--- src/design/lpcio_pkg.sv ---
package lpcio_pkg;

  // Event codes on the input channel.
  localparam logic [2:0] OP_FRAME_START = 3'd0;
  localparam logic [2:0] OP_FRAME_END   = 3'd1;
  localparam logic [2:0] OP_CLOCK       = 3'd2;
  localparam logic [2:0] OP_POP         = 3'd3;
  localparam logic [2:0] OP_CLEAR       = 3'd4;

  localparam logic [3:0] MAX_KIND = 4'd5;

  localparam logic [15:0] TPM_CFG_LO  = 16'h004E;
  localparam logic [15:0] TPM_CFG_HI  = 16'h004F;
  localparam logic [15:0] TPM_IO_LO   = 16'h0020;
  localparam logic [15:0] TPM_IO_HI   = 16'h002F;

  // One captured cycle as held in the ring, 61 bits.
  typedef struct packed {
    logic        is_read;
    logic [15:0] address;
    logic [7:0]  data;
    logic [2:0]  kind;
    logic [31:0] stamp;
    logic        tpm;
  } slot_t;

  localparam int SLOT_W = $bits(slot_t);

  // What the cycle decoder tells the ring controller in the current cycle.
  typedef struct packed {
    logic        store;
    logic        bad_kind;
    logic        is_read;
    logic [15:0] address;
    logic [7:0]  data;
    logic [2:0]  kind;
    logic        tpm;
  } dec_evt_t;

  function automatic logic tpm_hit(input logic [15:0] a);
    tpm_hit = (a == TPM_CFG_LO) || (a == TPM_CFG_HI) ||
              ((a >= TPM_IO_LO) && (a <= TPM_IO_HI));
  endfunction

endpackage

--- src/design/lpcio_if.sv ---
interface lpcio_evt_if;
  logic        valid;
  logic        ready;
  logic [2:0]  opcode;
  logic [3:0]  lad_nibble;
  logic [31:0] time_stamp;

  modport source (output valid, opcode, lad_nibble, time_stamp, input ready);
  modport sink   (input valid, opcode, lad_nibble, time_stamp, output ready);
endinterface

interface lpcio_cap_if;
  logic        valid;
  logic        ready;
  logic        entry_valid;
  logic        is_read;
  logic [15:0] cycle_address;
  logic [7:0]  cycle_data;
  logic [2:0]  cycle_kind;
  logic [31:0] cycle_time;
  logic        in_tpm_range;
  logic [31:0] total_count;
  logic [31:0] tpm_count;
  logic [31:0] error_count;

  modport source (output valid, entry_valid, is_read, cycle_address, cycle_data,
                  cycle_kind, cycle_time, in_tpm_range, total_count, tpm_count,
                  error_count, input ready);
  modport sink   (input valid, entry_valid, is_read, cycle_address, cycle_data,
                  cycle_kind, cycle_time, in_tpm_range, total_count, tpm_count,
                  error_count, output ready);
endinterface

--- src/design/lpcio_ram.sv ---
module lpcio_ram #(
  parameter int WIDTH = 61,
  parameter int DEPTH = 64
) (
  input  logic                     clk,
  input  logic                     wr_en,
  input  logic [$clog2(DEPTH)-1:0] wr_addr,
  input  logic [WIDTH-1:0]         wr_data,
  input  logic                     rd_en,
  input  logic [$clog2(DEPTH)-1:0] rd_addr,
  output logic [WIDTH-1:0]         rd_data
);

  logic [WIDTH-1:0] mem [DEPTH];

  always_ff @(posedge clk) begin
    if (wr_en) begin
      mem[wr_addr] <= wr_data;
    end
  end

  // Read data holds until the next read.
  always_ff @(posedge clk) begin
    if (rd_en) begin
      rd_data <= mem[rd_addr];
    end
  end

endmodule

--- src/design/lpcio_decode.sv ---
module lpcio_decode (
  input  logic              clk,
  input  logic              rst,
  input  logic              fire,
  input  logic [2:0]        opcode,
  input  logic [3:0]        lad_nibble,
  output lpcio_pkg::dec_evt_t dec
);
  import lpcio_pkg::*;

  localparam logic [2:0] PH_IDLE  = 3'd0;
  localparam logic [2:0] PH_START = 3'd1;
  localparam logic [2:0] PH_ADDR  = 3'd2;
  localparam logic [2:0] PH_WDATA = 3'd3;
  localparam logic [2:0] PH_RDATA = 3'd4;

  logic [2:0]  phase;
  logic [2:0]  nib_idx;
  logic [2:0]  nib_idx_next;
  logic [15:0] addr_shift;
  logic [7:0]  data_shift;
  logic [2:0]  kind_reg;
  logic        read_flag;
  logic        in_data;

  assign in_data      = (phase == PH_WDATA) || (phase == PH_RDATA);
  assign nib_idx_next = nib_idx + 3'd1;

  assign dec.store    = fire && (opcode == OP_FRAME_END) && in_data;
  assign dec.bad_kind = fire && (opcode == OP_CLOCK) && (phase == PH_START) &&
                        (lad_nibble > MAX_KIND);
  assign dec.is_read  = read_flag;
  assign dec.address  = addr_shift;
  assign dec.data     = data_shift;
  assign dec.kind     = kind_reg;
  assign dec.tpm      = tpm_hit(addr_shift);

  always_ff @(posedge clk) begin
    if (rst) begin
      phase      <= PH_IDLE;
      nib_idx    <= '0;
      addr_shift <= '0;
      data_shift <= '0;
      kind_reg   <= '0;
      read_flag  <= 1'b0;
    end else if (fire) begin
      unique case (opcode)
        OP_FRAME_START: begin
          phase      <= PH_START;
          nib_idx    <= '0;
          addr_shift <= '0;
          data_shift <= '0;
          kind_reg   <= '0;
        end
        OP_FRAME_END: begin
          phase <= PH_IDLE;
        end
        OP_CLOCK: begin
          unique case (phase)
            PH_START: begin
              if (lad_nibble > MAX_KIND) begin
                phase <= PH_IDLE;
              end else begin
                kind_reg  <= lad_nibble[2:0];
                read_flag <= ~lad_nibble[0];
                phase     <= PH_ADDR;
                nib_idx   <= 3'd1;
              end
            end
            PH_ADDR: begin
              addr_shift <= {addr_shift[11:0], lad_nibble};
              nib_idx    <= nib_idx_next;
              if (nib_idx_next == 3'd5) begin
                phase <= read_flag ? PH_RDATA : PH_WDATA;
              end
            end
            PH_WDATA, PH_RDATA: begin
              data_shift <= {data_shift[3:0], lad_nibble};
              nib_idx    <= nib_idx_next;
            end
            default: begin
            end
          endcase
        end
        default: begin
        end
      endcase
    end
  end

endmodule

--- src/design/lpcio_ring.sv ---
module lpcio_ring #(
  parameter int RING_DEPTH = 64
) (
  input  logic                clk,
  input  logic                rst,
  input  logic                fire,
  input  logic [2:0]          opcode,
  input  logic [31:0]         time_stamp,
  input  lpcio_pkg::dec_evt_t dec,
  output logic                in_ready,
  lpcio_cap_if.source         cap
);
  import lpcio_pkg::*;

  localparam int AW = $clog2(RING_DEPTH);
  localparam logic [AW-1:0] LAST = AW'(RING_DEPTH - 1);

  logic [AW-1:0] head;
  logic [AW-1:0] tail;
  logic [AW-1:0] head_inc;
  logic [AW-1:0] tail_inc;
  logic          empty;
  logic          full;
  logic          wr_en;
  logic          do_pop;
  logic          rd_en;
  logic          clr;
  slot_t         wr_slot;
  slot_t         rd_slot;
  logic [SLOT_W-1:0] rd_bits;

  logic [31:0] total_cnt;
  logic [31:0] tpm_cnt;
  logic [31:0] err_cnt;

  // Read stage: a pop waiting for its memory data.
  logic        s1_valid;
  logic        s1_hit;
  logic [31:0] s1_total;
  logic [31:0] s1_tpm;
  logic [31:0] s1_err;
  logic        s1_move;

  logic        out_valid;

  assign head_inc = (head == LAST) ? '0 : head + 1'b1;
  assign tail_inc = (tail == LAST) ? '0 : tail + 1'b1;
  assign empty    = (head == tail);
  assign full     = (head_inc == tail);

  assign wr_en  = dec.store && !full;
  assign do_pop = fire && (opcode == OP_POP);
  assign rd_en  = do_pop && !empty;
  assign clr    = fire && (opcode == OP_CLEAR);

  assign wr_slot.is_read = dec.is_read;
  assign wr_slot.address = dec.address;
  assign wr_slot.data    = dec.data;
  assign wr_slot.kind    = dec.kind;
  assign wr_slot.stamp   = time_stamp;
  assign wr_slot.tpm     = dec.tpm;
  assign rd_slot         = slot_t'(rd_bits);

  lpcio_ram #(
    .WIDTH (SLOT_W),
    .DEPTH (RING_DEPTH)
  ) u_ram (
    .clk     (clk),
    .wr_en   (wr_en),
    .wr_addr (head),
    .wr_data (wr_slot),
    .rd_en   (rd_en),
    .rd_addr (tail),
    .rd_data (rd_bits)
  );

  assign s1_move  = s1_valid && (!out_valid || cap.ready);
  assign in_ready = !(s1_valid && out_valid && !cap.ready);
  assign cap.valid = out_valid;

  always_ff @(posedge clk) begin
    if (rst) begin
      head      <= '0;
      tail      <= '0;
      total_cnt <= '0;
      tpm_cnt   <= '0;
      err_cnt   <= '0;
    end else begin
      if (wr_en) begin
        head <= head_inc;
      end
      if (rd_en) begin
        tail <= tail_inc;
      end
      if (clr) begin
        total_cnt <= '0;
        tpm_cnt   <= '0;
        err_cnt   <= '0;
      end else begin
        if (wr_en) begin
          total_cnt <= total_cnt + 32'd1;
          tpm_cnt   <= tpm_cnt + {31'd0, dec.tpm};
        end
        if (dec.bad_kind || (dec.store && full)) begin
          err_cnt <= err_cnt + 32'd1;
        end
      end
    end
  end

  always_ff @(posedge clk) begin
    if (rst) begin
      s1_valid  <= 1'b0;
      out_valid <= 1'b0;
    end else begin
      if (do_pop) begin
        s1_valid <= 1'b1;
      end else if (s1_move) begin
        s1_valid <= 1'b0;
      end
      if (s1_move) begin
        out_valid <= 1'b1;
      end else if (out_valid && cap.ready) begin
        out_valid <= 1'b0;
      end
    end
  end

  always_ff @(posedge clk) begin
    if (do_pop) begin
      s1_hit   <= !empty;
      s1_total <= total_cnt;
      s1_tpm   <= tpm_cnt;
      s1_err   <= err_cnt;
    end
    if (s1_move) begin
      cap.entry_valid   <= s1_hit;
      cap.is_read       <= s1_hit && rd_slot.is_read;
      cap.cycle_address <= s1_hit ? rd_slot.address : '0;
      cap.cycle_data    <= s1_hit ? rd_slot.data : '0;
      cap.cycle_kind    <= s1_hit ? rd_slot.kind : '0;
      cap.cycle_time    <= s1_hit ? rd_slot.stamp : '0;
      cap.in_tpm_range  <= s1_hit && rd_slot.tpm;
      cap.total_count   <= s1_total;
      cap.tpm_count     <= s1_tpm;
      cap.error_count   <= s1_err;
    end
  end

`ifndef SYNTH
  a_store_fills: assert property (@(posedge clk) disable iff (rst)
    wr_en |=> head != tail)
    else $error("ring empty right after a stored cycle");

  a_clear_zeroes: assert property (@(posedge clk) disable iff (rst)
    clr |=> (total_cnt == 32'd0) && (tpm_cnt == 32'd0) && (err_cnt == 32'd0))
    else $error("counters not zero after a clear");

  a_tpm_with_total: assert property (@(posedge clk) disable iff (rst)
    (tpm_cnt != $past(tpm_cnt)) |-> (total_cnt != $past(total_cnt)) || $past(clr))
    else $error("TPM count moved without the total count");
`endif

endmodule

--- src/design/lpc_io_cycle_capture.sv ---
// LPC I/O cycle capture.
// Input channel evt: one bus event per transaction (frame start, frame end,
// LAD nibble, pop, clear statistics) with the LAD nibble and a timestamp.
// Output channel cap: one transaction per accepted pop, carrying the oldest
// stored cycle (or entry_valid low when the ring is empty) and the three
// statistics counters as they stood when the pop was accepted.
// Throughput is one event per clock while evt.ready is high. Decoding, ring
// stores and counter updates take effect in the cycle an event is accepted;
// a pop result passes through the synchronous read of the ring memory and
// then the output register before it shows on cap.
// When the receiver stalls, one popped result waits in the output register
// and a second in the read stage; evt.ready then drops until cap moves.
// Reset empties the ring by clearing its head and tail pointers, clears the
// counters and the decoder; the ring memory itself is not swept, so the
// block accepts events as soon as reset is released.
module lpc_io_cycle_capture #(
  parameter int RING_DEPTH = 64
) (
  input  logic        clk,
  input  logic        rst,
  lpcio_evt_if.sink   evt,
  lpcio_cap_if.source cap
);
  import lpcio_pkg::*;

  logic     fire;
  logic     in_ready;
  dec_evt_t dec;

  // A transaction on evt moves whenever both sides agree.
  assign fire      = evt.valid && in_ready;
  assign evt.ready = in_ready;

  // Cycle decoder: follows the frame, type, address and data phases.
  lpcio_decode u_decode (
    .clk        (clk),
    .rst        (rst),
    .fire       (fire),
    .opcode     (evt.opcode),
    .lad_nibble (evt.lad_nibble),
    .dec        (dec)
  );

  // Ring controller: stores finished cycles, serves pops, keeps the counters.
  lpcio_ring #(
    .RING_DEPTH (RING_DEPTH)
  ) u_ring (
    .clk        (clk),
    .rst        (rst),
    .fire       (fire),
    .opcode     (evt.opcode),
    .time_stamp (evt.time_stamp),
    .dec        (dec),
    .in_ready   (in_ready),
    .cap        (cap)
  );

endmodule

--- src/flat_wrapper.sv ---
// flat-port wrapper written by rule: the top's interface ports become plain ports
module lpc_io_cycle_capture_flat import lpcio_pkg::*;
#(
  parameter int RING_DEPTH = 64
)
  (clk, rst, evt_valid, evt_opcode, evt_lad_nibble, evt_time_stamp, evt_ready, cap_valid, cap_entry_valid, cap_is_read, cap_cycle_address, cap_cycle_data, cap_cycle_kind, cap_cycle_time, cap_in_tpm_range, cap_total_count, cap_tpm_count, cap_error_count, cap_ready);
  lpcio_evt_if evt_i ();
  lpcio_cap_if cap_i ();
  input  logic clk;
  input  logic rst;
  input wire logic [$bits(evt_i.valid)-1:0] evt_valid;
  input wire logic [$bits(evt_i.opcode)-1:0] evt_opcode;
  input wire logic [$bits(evt_i.lad_nibble)-1:0] evt_lad_nibble;
  input wire logic [$bits(evt_i.time_stamp)-1:0] evt_time_stamp;
  output wire logic [$bits(evt_i.ready)-1:0] evt_ready;
  output wire logic [$bits(cap_i.valid)-1:0] cap_valid;
  output wire logic [$bits(cap_i.entry_valid)-1:0] cap_entry_valid;
  output wire logic [$bits(cap_i.is_read)-1:0] cap_is_read;
  output wire logic [$bits(cap_i.cycle_address)-1:0] cap_cycle_address;
  output wire logic [$bits(cap_i.cycle_data)-1:0] cap_cycle_data;
  output wire logic [$bits(cap_i.cycle_kind)-1:0] cap_cycle_kind;
  output wire logic [$bits(cap_i.cycle_time)-1:0] cap_cycle_time;
  output wire logic [$bits(cap_i.in_tpm_range)-1:0] cap_in_tpm_range;
  output wire logic [$bits(cap_i.total_count)-1:0] cap_total_count;
  output wire logic [$bits(cap_i.tpm_count)-1:0] cap_tpm_count;
  output wire logic [$bits(cap_i.error_count)-1:0] cap_error_count;
  input wire logic [$bits(cap_i.ready)-1:0] cap_ready;
  assign evt_i.valid = evt_valid;
  assign evt_i.opcode = evt_opcode;
  assign evt_i.lad_nibble = evt_lad_nibble;
  assign evt_i.time_stamp = evt_time_stamp;
  assign evt_ready = evt_i.ready;
  assign cap_valid = cap_i.valid;
  assign cap_entry_valid = cap_i.entry_valid;
  assign cap_is_read = cap_i.is_read;
  assign cap_cycle_address = cap_i.cycle_address;
  assign cap_cycle_data = cap_i.cycle_data;
  assign cap_cycle_kind = cap_i.cycle_kind;
  assign cap_cycle_time = cap_i.cycle_time;
  assign cap_in_tpm_range = cap_i.in_tpm_range;
  assign cap_total_count = cap_i.total_count;
  assign cap_tpm_count = cap_i.tpm_count;
  assign cap_error_count = cap_i.error_count;
  assign cap_i.ready = cap_ready;
  lpc_io_cycle_capture #(.RING_DEPTH(RING_DEPTH)) u_core (.clk(clk), .rst(rst), .evt(evt_i), .cap(cap_i));
endmodule
--- config.mk ---
export PLATFORM = sky130hd
export DESIGN_NAME = lpc_io_cycle_capture_flat
export DESIGN_NICKNAME = d
export VERILOG_FILES = /design/src/design/lpcio_pkg.sv /design/src/design/lpcio_if.sv /design/src/design/lpcio_ram.sv /design/src/design/lpcio_decode.sv /design/src/design/lpcio_ring.sv /design/src/design/lpc_io_cycle_capture.sv /design/src/flat_wrapper.sv
export SDC_FILE = /design/constraint.sdc
export NUM_CORES = 2
export LEC_CHECK = 0
export BUFFER_PORTS_ARGS = -buffer_cell sky130_fd_sc_hd__clkbuf_2
export CORE_MARGIN = 1
export CORE_UTILIZATION = 50
export CTS_CLUSTER_DIAMETER = 200
export DETAILED_ROUTE_END_ITERATION = 8
export PLACE_DENSITY = 0.66
export SETUP_SLACK_MARGIN = 0.3
export SLEW_MARGIN = 0
export SYNTH_ARGS = -nofsm -noshare
export SYNTH_HDL_FRONTEND = slang
export SYNTH_HIERARCHICAL = 1
export SYNTH_SLANG_ARGS = --single-unit
--- constraint.sdc ---
create_clock -name clk -period 27.2 [get_ports clk]
set_input_delay 4.08 -clock clk [delete_from_list [all_inputs] [get_ports clk]]
set_output_delay 4.08 -clock clk [all_outputs]
set_load 0.02 [all_outputs]
==> flow_metrics.tcl <==
set metrics [dict create \
    status "complete, no violations" \
    synth_cell_types 73 \
    cts_setup_buffers 0 \
    irDropWorstVdd_mv 0.0639 \
    ys.flop_type "edfxtp_1" \
    start_util_pct 50.3 \
    antenna_found_initial 39 \
    worst_setup_path_end_kind "flip-flop" \
    grt.total_usage_pct 26.7 \
    clk_pin_slew_ps 70 \
    drv_cap 0 \
    holdWs_ps 413 \
    path_cells "clkbuf_2 -> nor2b_1 -> nand2_1 -> and2_1 -> nor2b_1 -> o2111a_1 -> inv_1 -> a41o_2 -> buf_4 -> clkinv_1 -> nand3_1 -> nor2_4 -> buf_4" \
    grt_pass1_wl_um 623000 \
    final_hold_viol_count 0 \
    timing.fmax_mhz 102 \
    first_global_vias 80570 \
    p_leak_nw 57.4 \
    area_delta_synth_final_pct 12.7 \
    postSynthCellCount 7559 \
    nNetsFinal 8031 \
    finalCriticalPeriod_ps 9780 \
    max_slew_margin_pct 10.0 \
    largest_reg_flops 3904 \
    first_iter_violations 12292 \
    layout-drive-gt1-share_pct 25.9 \
    crit_slowest_cell "nor2_4" \
    synth_largest_type_area_fraction_pct 76.8 \
    syn_avg_cell_area_um2 21.8 \
    cts-root-buf "clkbuf_16" \
    start_kind "input port" \
    die-area_um2 332000 \
    syn_nets 7610 \
    arrival_ps 10360 \
    grt_max_degree 119 \
    drt-pass1-iter-count 6 \
    clock-skew-final_ps 64.2 \
    cts_tree "done" \
    rows 210 \
    vias 82579 \
    ff_latch_area_um2 130000 \
    syn-cell-area_um2 165000 \
    setup_viol 0 \
    gp_congestion 0.848 \
    cts_resized 0 \
    clk_latency_ps 980 \
    yosys_warnings 6 \
    core_um2 328000 \
    yosys-top-cells-count "4220 x edfxtp_1, 997 x mux4_2, 237 x nor2_1" \
    power_per_cell_area_nw_per_um2 71.6 \
    cts_buffers 427 \
    rsz0062_at_grt "no" \
    synth_most_common_cell "edfxtp_1" \
    fillCellCount 23508 \
    worst_pin_slew_ps 1340 \
    portBuffers 202 \
    reg2reg_slack_ps 20240 \
    boundaryPins 203 \
    htree_num_levels 5 \
    worstPathRequired_ps 27770 \
    place_inst 11897 \
    ys_seq_elements 4364 \
    clock_sinks 4364 \
    ctsHoldBuffers 0 \
    multi_input_comb_area_um2 33900 \
    yosys.area.top_type "edfxtp_1" \
    layout.cells.non_filler 12707 \
    wl_per_cell_um 35.1 \
    die-height_um 576 \
    drc 0 \
    synthArstFlopShare_pct 0 \
    regMostFlops "u_core/u_ring/u_ram/mem" \
    grt_remaining_overflow 0 \
    drtAntennaViolNets 0 \
    ys_seq_area_share_pct 78.6 \
    critPathMaxFanout 117 \
    worstHoldPathType "flip-flop to flip-flop" \
    netlist_top_cells_area "edfxtp_1 77%, mux4_2 14%, dfxtp_1 1.7%" \
    synth_edf_count 4220 \
    dpl.hpwl_um 260000 \
    tns_ps 0 \
    report.final.slew_viol_count 0 \
    cts_buffer_depth 4 \
    crit_type "input port to flip-flop" \
    top_regs "u_core/u_ring/u_ram/mem x3904, u_core/u_ring/u_ram/rd_data x61" \
    fin_crit_sh_pct 36.0 \
    via_per_inst 6.50 \
    wirelength_um 445000 \
    max_stage_delay_ps 1200 \
    die_w_um 576 \
]
[logic make-up (layout without fill, tap and decap cells)]
logic type                 after synthesis  count (layout)  share of synthesized area [%]
buffers and inverters                  444            1235                           1.26
other                                    0              11                              0
xor gates and xnor gates                18              18                         0.0956
and+or+nand+nor                        814             814                           2.48
AOI/OAI and AO/OA                      735             735                           2.84
DFF                                   4364            4364                           78.6
adders and majority gates                8               8                         0.0607
muxes                                 1176            1176                           14.7
[final timing paths]
kind | cells after the start | endpoint | startpoint
hold reg to reg | 0 | u_core/u_ring/cap.tpm_count[19] | u_core/u_ring/s1_tpm[19]
hold / removal | 0 | u_core/u_ring/cap.tpm_count[19] | u_core/u_ring/s1_tpm[19]
setup / recovery | 13 | u_core/u_ring/u_ram/mem[9][9] | cap_ready
setup reg to reg | 12 | u_core/u_ring/u_ram/mem[9][9] | u_core/u_ring/cap.valid
[power breakdown]
part | switching, mW | leakage (nW) | total, mW | internal [mW]
sequential | 0.00186 | 41.0 | 7.31 | 7.31
combinational | 0.0793 | 9.65 | 0.0873 | 0.00793
clock | 2.52 | 6.81 | 5.90 | 3.38
total | 2.60 | 57.4 | 13.3 | 10.7
[area by class of cell]
class                   instances  share of cell area, %
well taps                    4346                   2.93
inverters                      18                 0.0370
diodes                         11                 0.0148
clock inverters               270                   1.48
repair buffers                418                   1.49
clock buffers                 529                   6.04
flip-flops and latches       4364                   69.8
multi-input cells            2751                   18.2
[metal layers]
metal	up-vias	GRT usage, %	wire [µm]
met5	-	0	9
met4	2	8.70	15600
met3	662	5.09	47500
met2	4962	42.4	213000
met1	44186	37.8	169000
li1	32767	-	-
[worst max-delay path, delay by kind of cell]
| family | cells | cell delay, ps |
|---|---|---|
| buffers and inverters | 5 | 1960 |
| AND/OR/NAND/NOR | 6 | 3270 |
| AO/OA/AOI/OAI | 2 | 860 |
[through the flow]
step	power (mW)	util [%]	setup slack, ps	instance area (µm²)
after detailed placement	7.54	52.4	16440	172000
after floorplan	7.47	-	15380	165000
after CTS	13.4	56.7	17450	186000
after global routing	13.6	56.7	17220	186000
final	13.3	56.7	17420	186000
after global placement	7.54	52.4	16590	172000
[layout by cell type, fill, tap and decap left out, types with 11 or more instances in the layout]
cell type	netlist	final
bufinv_16	0	47
o221ai_1	50	50
nand4_1	19	19
nor3_1	29	27
a221oi_1	100	100
dfxtp_1	144	125
mux2i_1	177	177
dfxtp_4	0	15
buf_4	50	213
o31ai_1	44	43
inv_6	0	13
and2_1	70	69
nand4b_1	16	16
clkbuf_2	1	175
nor2_4	0	62
a21oi_1	204	203
clkinv_2	0	95
nand2_1	189	187
clkinvlp_4	0	19
o22ai_1	110	110
clkbuf_1	199	92
inv_1	16	15
or4_1	46	46
o21ai_0	157	152
nand3b_1	12	12
and3_1	25	25
a31oi_1	28	26
buf_2	118	20
nand3_1	69	68
nor2_1	237	174
diode_2	0	11
clkbuf_16	0	432
edfxtp_1	4220	4220
or3_1	36	36
clkinv_1	2	84
mux4_2	997	997
(Power assumes the default switching activity.)
